[config.mk]
export PLATFORM = sky130hd
export DESIGN_NAME = dcrt_cell
export DESIGN_NICKNAME = d
export VERILOG_FILES = /design/src/hdl/dcrt_pkg.sv /design/src/hdl/dcrt_cell.sv
export SDC_FILE = /design/constraint.sdc
export NUM_CORES = 1
export LEC_CHECK = 0
export BUFFER_PORTS_ARGS = -buffer_cell sky130_fd_sc_hd__buf_2
export CORE_UTILIZATION = 40
export CTS_CLUSTER_SIZE = 16
export DETAILED_ROUTE_END_ITERATION = 12
export PLACE_DENSITY = 0.71
export SYNTH_ARGS = -nofsm -noshare
export SYNTH_HDL_FRONTEND = slang
export SYNTH_SLANG_ARGS = --single-unit
[constraint.sdc]
create_clock -name clock -period 2.5 [get_ports clock]
set_input_delay 0.125 -clock clock [delete_from_list [all_inputs] [get_ports clock]]
set_output_delay 0.125 -clock clock [all_outputs]
set_load 0.02 [all_outputs]
[src/hdl/dcrt_pkg.sv]
// Shared types, widths and status codes for the check request table.
package dcrt_pkg;

   localparam int SLOTS_DEFAULT = 128;

   localparam int IMAGE_W  = 16;
   localparam int BLOCK_W  = 31;
   localparam int STATUS_W = 3;

   localparam logic [STATUS_W-1:0] STATUS_QUEUED  = 3'd0;
   localparam logic [STATUS_W-1:0] STATUS_PENDING = 3'd1;
   localparam logic [STATUS_W-1:0] STATUS_FULL    = 3'd2;
   localparam logic [STATUS_W-1:0] STATUS_TAKEN   = 3'd3;
   localparam logic [STATUS_W-1:0] STATUS_NONE    = 3'd4;

   localparam logic CMD_ENQUEUE = 1'b0;
   localparam logic CMD_TAKE    = 1'b1;

   typedef struct packed {
      logic               cmd;
      logic [IMAGE_W-1:0] image_id;
      logic [BLOCK_W-1:0] block_index;
   } req_type;

   typedef struct packed {
      logic [STATUS_W-1:0] status;
      logic [IMAGE_W-1:0]  taken_image;
      logic [BLOCK_W-1:0]  taken_block;
   } rsp_type;

   // scan token passed from cell to cell; slot indexes travel beside it
   typedef struct packed {
      logic               live;
      logic               dup;
      logic               have_free;
      logic               have_valid;
      logic [IMAGE_W-1:0] last_image;
      logic [BLOCK_W-1:0] last_block;
   } tok_type;

   // update broadcast to the cells at the end of a scan
   typedef struct packed {
      logic wr;
      logic clr;
   } cmt_type;

endpackage

[src/hdl/dcrt_cell.sv]
// One table slot: holds a pending request and updates the passing scan token.
module dcrt_cell #(
   parameter int SLOTS   = dcrt_pkg::SLOTS_DEFAULT,
   parameter int CELL_ID = 0,
   localparam int IDX_W  = (SLOTS > 1) ? $clog2(SLOTS) : 1,
   localparam int LEN_W  = $clog2(SLOTS + 1)
) (
   input  logic                clock,
   input  logic                reset,
   input  dcrt_pkg::req_type   req,
   input  logic [LEN_W-1:0]    len,
   input  dcrt_pkg::tok_type   prev_tok,
   input  logic [IDX_W-1:0]    prev_free_idx,
   input  logic [IDX_W-1:0]    prev_last_idx,
   output dcrt_pkg::tok_type   out_tok,
   output logic [IDX_W-1:0]    out_free_idx,
   output logic [IDX_W-1:0]    out_last_idx,
   input  dcrt_pkg::cmt_type   cmt,
   input  logic [IDX_W-1:0]    cmt_idx
);

   localparam logic [IDX_W-1:0] MY_IDX = IDX_W'(CELL_ID);
   localparam logic [LEN_W-1:0] MY_POS = LEN_W'(CELL_ID);

   logic                         valid_ff, valid_in;
   logic [dcrt_pkg::IMAGE_W-1:0] image_ff;
   logic [dcrt_pkg::BLOCK_W-1:0] block_ff;
   dcrt_pkg::tok_type            tok_ff, tok_in;
   logic [IDX_W-1:0]             free_idx_ff, free_idx_in;
   logic [IDX_W-1:0]             last_idx_ff, last_idx_in;
   logic                         active;
   logic                         hit;

   assign active = (MY_POS < len);
   assign hit    = (cmt_idx == MY_IDX);

   always_comb begin
      tok_in      = prev_tok;
      free_idx_in = prev_free_idx;
      last_idx_in = prev_last_idx;
      if (active && valid_ff) begin
         if (image_ff == req.image_id && block_ff == req.block_index) begin
            tok_in.dup = 1'b1;
         end
         tok_in.have_valid = 1'b1;
         tok_in.last_image = image_ff;
         tok_in.last_block = block_ff;
         last_idx_in       = MY_IDX;
      end else if (active && !prev_tok.have_free) begin
         tok_in.have_free = 1'b1;
         free_idx_in      = MY_IDX;
      end
   end

   always_comb begin
      valid_in = valid_ff;
      if (cmt.wr && hit) begin
         valid_in = 1'b1;
      end else if (cmt.clr && hit) begin
         valid_in = 1'b0;
      end
   end

   always_ff @(posedge clock) begin
      if (reset) begin
         valid_ff <= 1'b0;
         tok_ff   <= '0;
      end else begin
         valid_ff <= valid_in;
         tok_ff   <= tok_in;
      end
   end

   always_ff @(posedge clock) begin
      free_idx_ff <= free_idx_in;
      last_idx_ff <= last_idx_in;
      if (cmt.wr && hit) begin
         image_ff <= req.image_id;
         block_ff <= req.block_index;
      end
   end

   assign out_tok      = tok_ff;
   assign out_free_idx = free_idx_ff;
   assign out_last_idx = last_idx_ff;

endmodule

==> results.yml, run 1 <==
status:
  status: "finished clean"
global_route:
  grt_pass1_vias: 4095
  overflow: 0
  grt_pass1_wl_um: 19100
  grtUsageTotal: 0.2417
  antenna_found_initial: 1
  grt_max_degree: 50
synthesis:
  netlist_area_sq_um: 4105
  syn_nets: 500
  ys.warnings.count: 0
  synth_seq_cells: 113
  synthXorXnorAreaFrac: 0.1003
  synthMuxAreaShare: 0
  synthAdderAreaFrac: 0
  synth-simple-area-share: 0.1509
  synth_top_family_by_area: "simple AND/OR/NAND/NOR gates"
  yosysUniqueCellTypes: 19
  yosysSeqAreaShare: 0.6657
  synth.avg_cell_area_sq_um: 11.16
  synth-compound-area-share: 0.06126
  syn-instance-count: 368
sta:
  hold_viol: 0
  slew_headroom: 0.3468
  finalCritPeriodShare: 0.7172
  fin_crit_ns: 1.793
  tightest_slew_ns: 0.9798
  finalSetupTns_ns: 0
  fmax_ghz: 0.5577
  finalSetupViolations: 0
  clock_skew_ns: 0.006563
  rsz0062_at_grt: "no"
  slew_viol_final: 0
die:
  rows: 36
  fp.dieArea_sq_um: 10670
  die_h_um: 103.3
  ios: 197
  start_util: 0.4162
  die_x_um: 103.3
  design.core.area_sq_um: 9864
worst_hold_path:
  hold_class: "primary input to register"
placed_design:
  port_buffers: 195
  hpwl_um: 7176
  globalplace.congestion: 0.6986
finish:
  layout_commonest_cell: "buf_2"
  drive_gt1_frac: 0.3262
  syn_to_final_growth_pct: 70.37
  nets: 821
  final_cell_mix: "195 x buf_2, 121 x dlygate4sd3_1, 95 x nand2_1"
drt:
  routed_wl_um: 12840
  vias_per_cell: 4.683
  wl_per_cell_um: 15.36
  dr.pass1.iters: 4
  drtAntennaViolNets: 0
  drt_iter0_drc: 78
  drcViolationCount: 0
  vias: 3915
power:
  p_per_area_nw_per_um2: 689.5
  ir_drop_uv: 366.1
  p_leak_nw: 3.073
  total_power_w: 0.004823
worst_setup_path:
  slowest_delay_ns: 0.59
  worstPathMaxFanout: 7
  critPathRequiredTime_ns: 2.88
  critPathKind: "register to register"
  arrival_ns: 2.18
  cpMaxStageDelayCell: "dlygate4sd3_1"
  worst-path-buf-inv: 1
  crit_family: "buffers and inverters"
  crit_path_frequent_cell: "nor2b_1"
  crit_chain: "a21oi_1 -> nor2b_1 -> nor2b_1 -> dlygate4sd3_1"
  startpoint_type: "register"
  crit_path_end_kind: "register"
cts:
  cts_tree: "done"
  root_buffer: "clkbuf_8"
  h-tree-depth: 4
  cts_sinks: 113
  post-cts-setup-buffers: 0
  numCtsBuffers: 17
  cts_resized: 0
  clkTransAtPathRegs_ns: 0.05
  cts_hold_buf: 121
  clock_path_buffers: 2
  clkLatencyLatePin_ns: 0.50
job:
  max_cap_viol_count: 0
==> stage by stage <==
| stage | hold WS, ns | cells | setup WS [ns] | area, sq um | util |
|---|---|---|---|---|---|
| floorplan | 0.2239 | 368 | 0.4165 | 4105 | - |
| global placement | 0.3279 | 682 | 0.7428 | 5214 | 0.5285 |
| detailed placement | 0.3295 | 682 | 0.7165 | 5214 | 0.5285 |
| CTS | 0.04150 | 835 | 0.7937 | 6992 | 0.7088 |
| global route | 0.08493 | 836 | 0.5672 | 6994 | 0.7090 |
| finish | 0.07308 | 836 | 0.7069 | 6994 | 0.7090 |
==> sequential cells by signal, indices dropped and copies added, names as in the netlist <==
signal        cells
block_ff         31
out_tok          51
out_free_idx      7
image_ff         16
valid_ff          1
out_last_idx      7
==> final cells by class <==
cell class	count	area [sq um]
Clock inverter	13	145.1
Sequential cell	113	2733
Inverter	1	3.754
Fill cell	676	2870
Tap cell	133	166.4
Antenna cell	1	2.502
Multi-Input combinational cell	237	1287
Clock buffer	19	421.7
Timing Repair Buffer	319	2235
==> metal layers <==
| metal | vias to the layer above | track usage | share of wire |
|---|---|---|---|
| li1 | 1886 | - | - |
| met1 | 1836 | 0.2595 | 0.40 |
| met2 | 157 | 0.4395 | 0.52 |
| met3 | 36 | 0.06183 | 0.048 |
| met4 | 0 | 0.1235 | 0.030 |
| met5 | - | 0 | 0 |
==> where the power goes <==
group	switching [W]	internal (W)
clock	0.000808	0.00150
combinational	0.000236	0.000284
sequential	0.0000169	0.00198
==> synth_stat cells (all sizes together) <==
| cell type | n | share of area |
|---|---|---|
| nor2 | 5 | 0.0046 |
| edfxtp | 47 | 0.34 |
| nor2b | 9 | 0.014 |
| nand2 | 96 | 0.088 |
| a21oi | 49 | 0.060 |
| nor4 | 9 | 0.014 |
| clkbuf | 9 | 0.0082 |
| nand4 | 9 | 0.014 |
| inv | 1 | 0.00091 |
| xor2 | 15 | 0.032 |
| o22ai | 1 | 0.0015 |
| nand3 | 2 | 0.0024 |
| dfxtp | 66 | 0.32 |
| and2 | 8 | 0.012 |
| and3 | 1 | 0.0015 |
| xnor2 | 32 | 0.068 |
| nor3 | 1 | 0.0012 |
| buf | 8 | 0.013 |
==> cells by family (layout without fill, tap and decap cells) <==
group | Yosys count | after routing
AO/OA/AOI/OAI | 50 | 50
other | 0 | 1
AND/OR/NAND/NOR | 140 | 140
XOR/XNOR | 47 | 47
flip-flops | 113 | 113
buffers and inverters | 18 | 352
==> worst paths after layout <==
path	start	end	slack (ns)	cells past startpoint
setup / recovery	valid_ff	out_free_idx[5]	0.71	4
hold / removal	reset	valid_ff	0.07	2
setup reg to reg	valid_ff	out_free_idx[5]	0.71	4
hold reg to reg	valid_ff	valid_ff	0.55	2
(Power assumes the default switching activity.)
==> run 2, diff against run 1 <==
Clock period 2.5 ns to 1.85 ns, I/O delays scaled along.
==> run 2 against run 1 <==
Die area unchanged; critical path depth unchanged; first-iteration DRC count shrank 2.6%; sequential power rose by 35%; critical path type unchanged.
==> results.yml, run 2 (synthesis results as in run 1) <==
worst_hold_path:
  hold_class: "primary input to register"
  worstHoldStart: "len[6]"
  hold_end: "out_tok[36]"
  holdPathStages: 7
power:
  ir_drop_uv: 542.0
  p_leak_nw: 3.142
  p_per_area_nw_per_um2: 930.9
drt:
  wl_per_cell_um: 15.74
  drt_iter0_drc: 76
  routed_wl_um: 13300
  dr.max_layer_used: "met4"
  drtAntennaViolNets: 0
  vias_per_cell: 4.672
  wl_met3_um: 514
  drt-met1-wl_um: 5178
  vias: 3948
  dr.pass1.iters: 5
  drcViolationCount: 0
  wl_met2_um: 7263
finish:
  drive_gt1_frac: 0.3301
  nets: 831
  num_antenna_cells: 0
  final_cell_mix: "195 x buf_2, 128 x dlygate4sd3_1, 95 x nand2_1"
  largest_reg_flops: 51
  n_fill_cell: 654
  layout_commonest_cell: "buf_2"
  syn_to_final_growth_pct: 73.00
worst_setup_path:
  cpMaxStageDelayCell: "dlygate4sd3_1"
  crit_chain: "a21oi_1 -> nor2b_2 -> nor2b_1 -> dlygate4sd3_1"
  critPathKind: "register to register"
  r2r_start: "valid_ff"
  critPathRequiredTime_ns: 2.24
  r2r_slack_ns: 0.14
  reg2reg_depth: 4
  worst-path-buf-inv: 1
  worstPathMaxFanout: 7
  crit_path_end_kind: "register"
  r2r-end: "out_free_idx[5]"
  crit_family: "buffers and inverters"
  startpoint_type: "register"
  slowest_delay_ns: 0.58
  arrival_ns: 2.10
die:
  rows: 36
  design.core.area_sq_um: 9864
  die_x_um: 103.3
  start_util: 0.4162
  fp.dieArea_sq_um: 10670
  die_h_um: 103.3
  ios: 197
sta:
  finalSetupViolations: 0
  finalCritPeriodShare: 0.9264
  rsz0062_at_grt: "no"
  hold_viol: 0
  finalSetupTns_ns: 0
  slew_viol_final: 0
  clock_skew_ns: 0.007269
  setup_ws_ns: 0.1362
  tightest_slew_ns: 0.5808
  fmax_ghz: 0.5835
  fin_crit_ns: 1.714
  slew_headroom: 0.6092
global_route:
  grt_pass1_vias: 4165
  antenna_found_initial: 0
  grt_max_degree: 49
  overflow: 0
  grt_pass1_wl_um: 19380
  grtUsageTotal: 0.2485
cts:
  h-tree-depth: 4
  root_buffer: "clkbuf_8"
  cts_sinks: 113
  numCtsBuffers: 17
  clkTransAtPathRegs_ns: 0.06
  cts_tree: "done"
  clkLatencyLatePin_ns: 0.51
  clock_path_buffers: 2
placed_design:
  hpwl_um: 7363
  globalplace.congestion: 0.7339
  post-place-ws_ns: 0.1592
  port_buffers: 195
job:
  max_cap_viol_count: 0
status:
  status: "finished clean"
run 2: cell types whose count changed in the layout (fill, tap and decap cells not counted), sizes merged, moves of 2 or more:
cell and delta:
buf +3, dlygate4sd3 +7, bufinv -2, clkinv -5
clkbuf +6, inv +2
run 2: layout make-up:
class | count | area (sq um) | share of cell area
Tap cell | 133 | 166.4 | 0.02343
Clock inverter | 7 | 67.56 | 0.009514
Sequential cell | 113 | 2733 | 0.3848
Multi-Input combinational cell | 237 | 1290 | 0.1816
Clock buffer | 25 | 526.8 | 0.07417
Timing Repair Buffer | 329 | 2315 | 0.3259
Inverter | 1 | 3.754 | 0.0005285
run 2: worst register-to-register path, stage by stage, from the launching register on:
cell and delay (ns):
dfxtp_1 0.34, a21oi_1 0.18, nor2b_2 0.37, nor2b_1 0.12, dlygate4sd3_1 0.59
run 2: report_power, final:
part           internal (W)  switching [W]
Clock               0.00208        0.00112
Sequential          0.00268      0.0000248
Combinational      0.000393       0.000321
Total               0.00515        0.00146
run 2: stage by stage:
| step | total power [W] | instance area (sq um) | hold slack, ns | std cells | util |
|---|---|---|---|---|---|
| after floorplan | 0.002975 | 4106 | 0.1914 | 368 | - |
| after global placement | 0.003217 | 5224 | 0.2953 | 685 | 0.5296 |
| after detailed placement | 0.003229 | 5224 | 0.2972 | 685 | 0.5296 |
| after CTS | 0.006616 | 7099 | 0.2231 | 845 | 0.7197 |
| after global routing | 0.006854 | 7102 | 0.2548 | 845 | 0.7199 |
| final | 0.006611 | 7102 | 0.2578 | 845 | 0.7199 |
run 2: layer usage:
layer	vias up	global-route usage
met5	-	0
met4	0	0.1224
met3	30	0.05780
met2	152	0.4728
met1	1862	0.2547
li1	1904	-
run 2: worst max-delay path by stage:
stage                      start  cells after the start              end  slack (ns)
detailed placement   image_ff[8]                      5      out_tok[49]        0.16
finish                  valid_ff                      4  out_free_idx[5]        0.14
global placement     image_ff[8]                      5      out_tok[49]        0.24
CTS                  image_ff[8]                      5      out_tok[49]        0.15
global route        block_ff[24]                      5      out_tok[49]        0.07
floorplan             cmt_idx[2]                      2      block_ff[0]        0.32
run 2: repair_timing:
item	4_1_cts	5_1_grt
setup buffers	0	0
endpoints found under the hold margin	113	0
hold buffers	128	0
endpoints found under the setup margin	0	6
gates resized for setup	0	1
==> run 3, diff against run 2 <==
Settings changed: PLACE_DENSITY 0.71 to 0.78.
==> run 3 against run 2 <==
First-iteration DRC count up 130%; worst hold slack worse by 0.19 ns; cell area decreased by 0.37%; global-route usage grew 0.37 points; clock skew grew 0.0018 ns; combinational power decreased by 1%; flip-flop and latch count unchanged.
==> results.yml, run 3 (synthesis results as in run 1) <==
drt:
  drcViolationCount: 0
  drt_iter0_drc: 171
  wl_per_cell_um: 15.92
  vias_per_cell: 4.714
  routed_wl_um: 13330
  drtAntennaViolNets: 0
  vias: 3946
  dr.pass1.iters: 4
cts:
  clock_path_buffers: 2
  numCtsBuffers: 17
  root_buffer: "clkbuf_8"
  cts_sinks: 113
  post-cts-setup-buffers: 0
  clkLatencyLatePin_ns: 0.50
  cts_tree: "done"
  clkTransAtPathRegs_ns: 0.06
  h-tree-depth: 4
sta:
  holdWs_ns: 0.06666
  clock_skew_ns: 0.009051
  slew_viol_final: 0
  finalSetupTns_ns: 0
  slew_headroom: 0.6029
  finalSetupViolations: 0
  finalCritPeriodShare: 0.8727
  fmax_ghz: 0.6194
  hold_viol: 0
  rsz0062_at_grt: "no"
  tightest_slew_ns: 0.5903
  fin_crit_ns: 1.614
worst_setup_path:
  crit_path_end_kind: "register"
  critPathKind: "register to register"
  critPathRequiredTime_ns: 2.23
  arrival_ns: 2.00
  startpoint_type: "register"
  worstPathMaxFanout: 7
finish:
  num_antenna_cells: 0
  drive_gt1_frac: 0.3324
  fin_util: 0.7173
  final_cell_mix: "195 x buf_2, 121 x dlygate4sd3_1, 95 x nand2_1"
  layout_commonest_cell: "buf_2"
  largest_reg_flops: 51
  nets: 823
  syn_to_final_growth_pct: 72.36
die:
  rows: 36
  start_util: 0.4162
  ios: 197
  design.core.area_sq_um: 9864
  die_h_um: 103.3
  die_x_um: 103.3
  fp.dieArea_sq_um: 10670
placed_design:
  hpwl_um: 7256
  globalplace.congestion: 0.7669
  port_buffers: 195
power:
  ir_drop_uv: 539.4
  p_per_area_nw_per_um2: 965.6
  p_leak_nw: 3.116
global_route:
  grtUsageTotal: 0.2521
  grt_max_degree: 50
  grt_pass1_wl_um: 19530
  grt_pass1_vias: 4130
  antenna_found_initial: 0
  overflow: 0
status:
  status: "finished clean"
worst_hold_path:
  hold_class: "primary input to register"
job:
  max_cap_viol_count: 0
## run 3: changes by cell type in the layout (fill, tap and decap cells not counted), sizes merged
cell,before,now
dlygate4sd3,128,121
bufinv,1,3
clkbuf,25,24
inv,3,1
clkinv,2,3
buf,201,200
## run 3: final cells by class
class	count	area (sq um)
tap	133	166.4
multi-input combinational	237	1290
sequential	113	2733
timing repair buffer	321	2250
clock buffer	24	513.0
clock inverter	8	120.1
fill	618	2789
inverter	1	3.754
## run 3: where the power goes
part | switching (W) | internal (W) | leakage [nW]
combinational | 0.000322 | 0.000385 | 1.84
sequential | 0.0000239 | 0.00268 | 0.973
clock | 0.00111 | 0.00231 | 0.307
## run 3: stage by stage
stage	instance area, sq um	setup slack, ns	total power (W)	instances
floorplan	4106	0.3177	0.002975	368
global placement	5229	0.3181	0.003219	684
detailed placement	5229	0.2419	0.003233	684
CTS	7073	0.1939	0.006809	837
global route	7076	0.01281	0.007049	837
finish	7076	0.2355	0.006832	837
## run 3: repair_timing
item	in CTS	in global routing
hold buffers	121	0
setup endpoints to repair	0	4
hold endpoints to repair	113	0
gates resized for setup	0	1
## run 3: final timing paths
| path | from | endpoint | slack (ns) | depth (start not counted) |
|---|---|---|---|---|
| worst min-delay path | reset | out_tok[50] | 0.07 | 2 |
| worst min register to register | block_ff[0] | out_tok[0] | 0.56 | 2 |
| worst max register to register | valid_ff | out_free_idx[1] | 0.24 | 4 |
| worst max-delay path | valid_ff | out_free_idx[1] | 0.24 | 4 |
## run 3: metal layers
| metal | wire length [um] | vias to the layer above | GRT usage |
|---|---|---|---|
| li1 | - | 1887 | - |
| met1 | 5209 | 1862 | 0.2681 |
| met2 | 7153 | 177 | 0.4728 |
| met3 | 746 | 20 | 0.06183 |
| met4 | 219 | 0 | 0.1094 |
| met5 | 0 | - | 0 |
## run 3: worst max-delay path, cell delays in order, from the launching register on
cell,delay [ns]
dfxtp_1,0.34
a21oi_1,0.17
nor2b_2,0.33
nor2b_1,0.10
dlygate4sd3_1,0.56
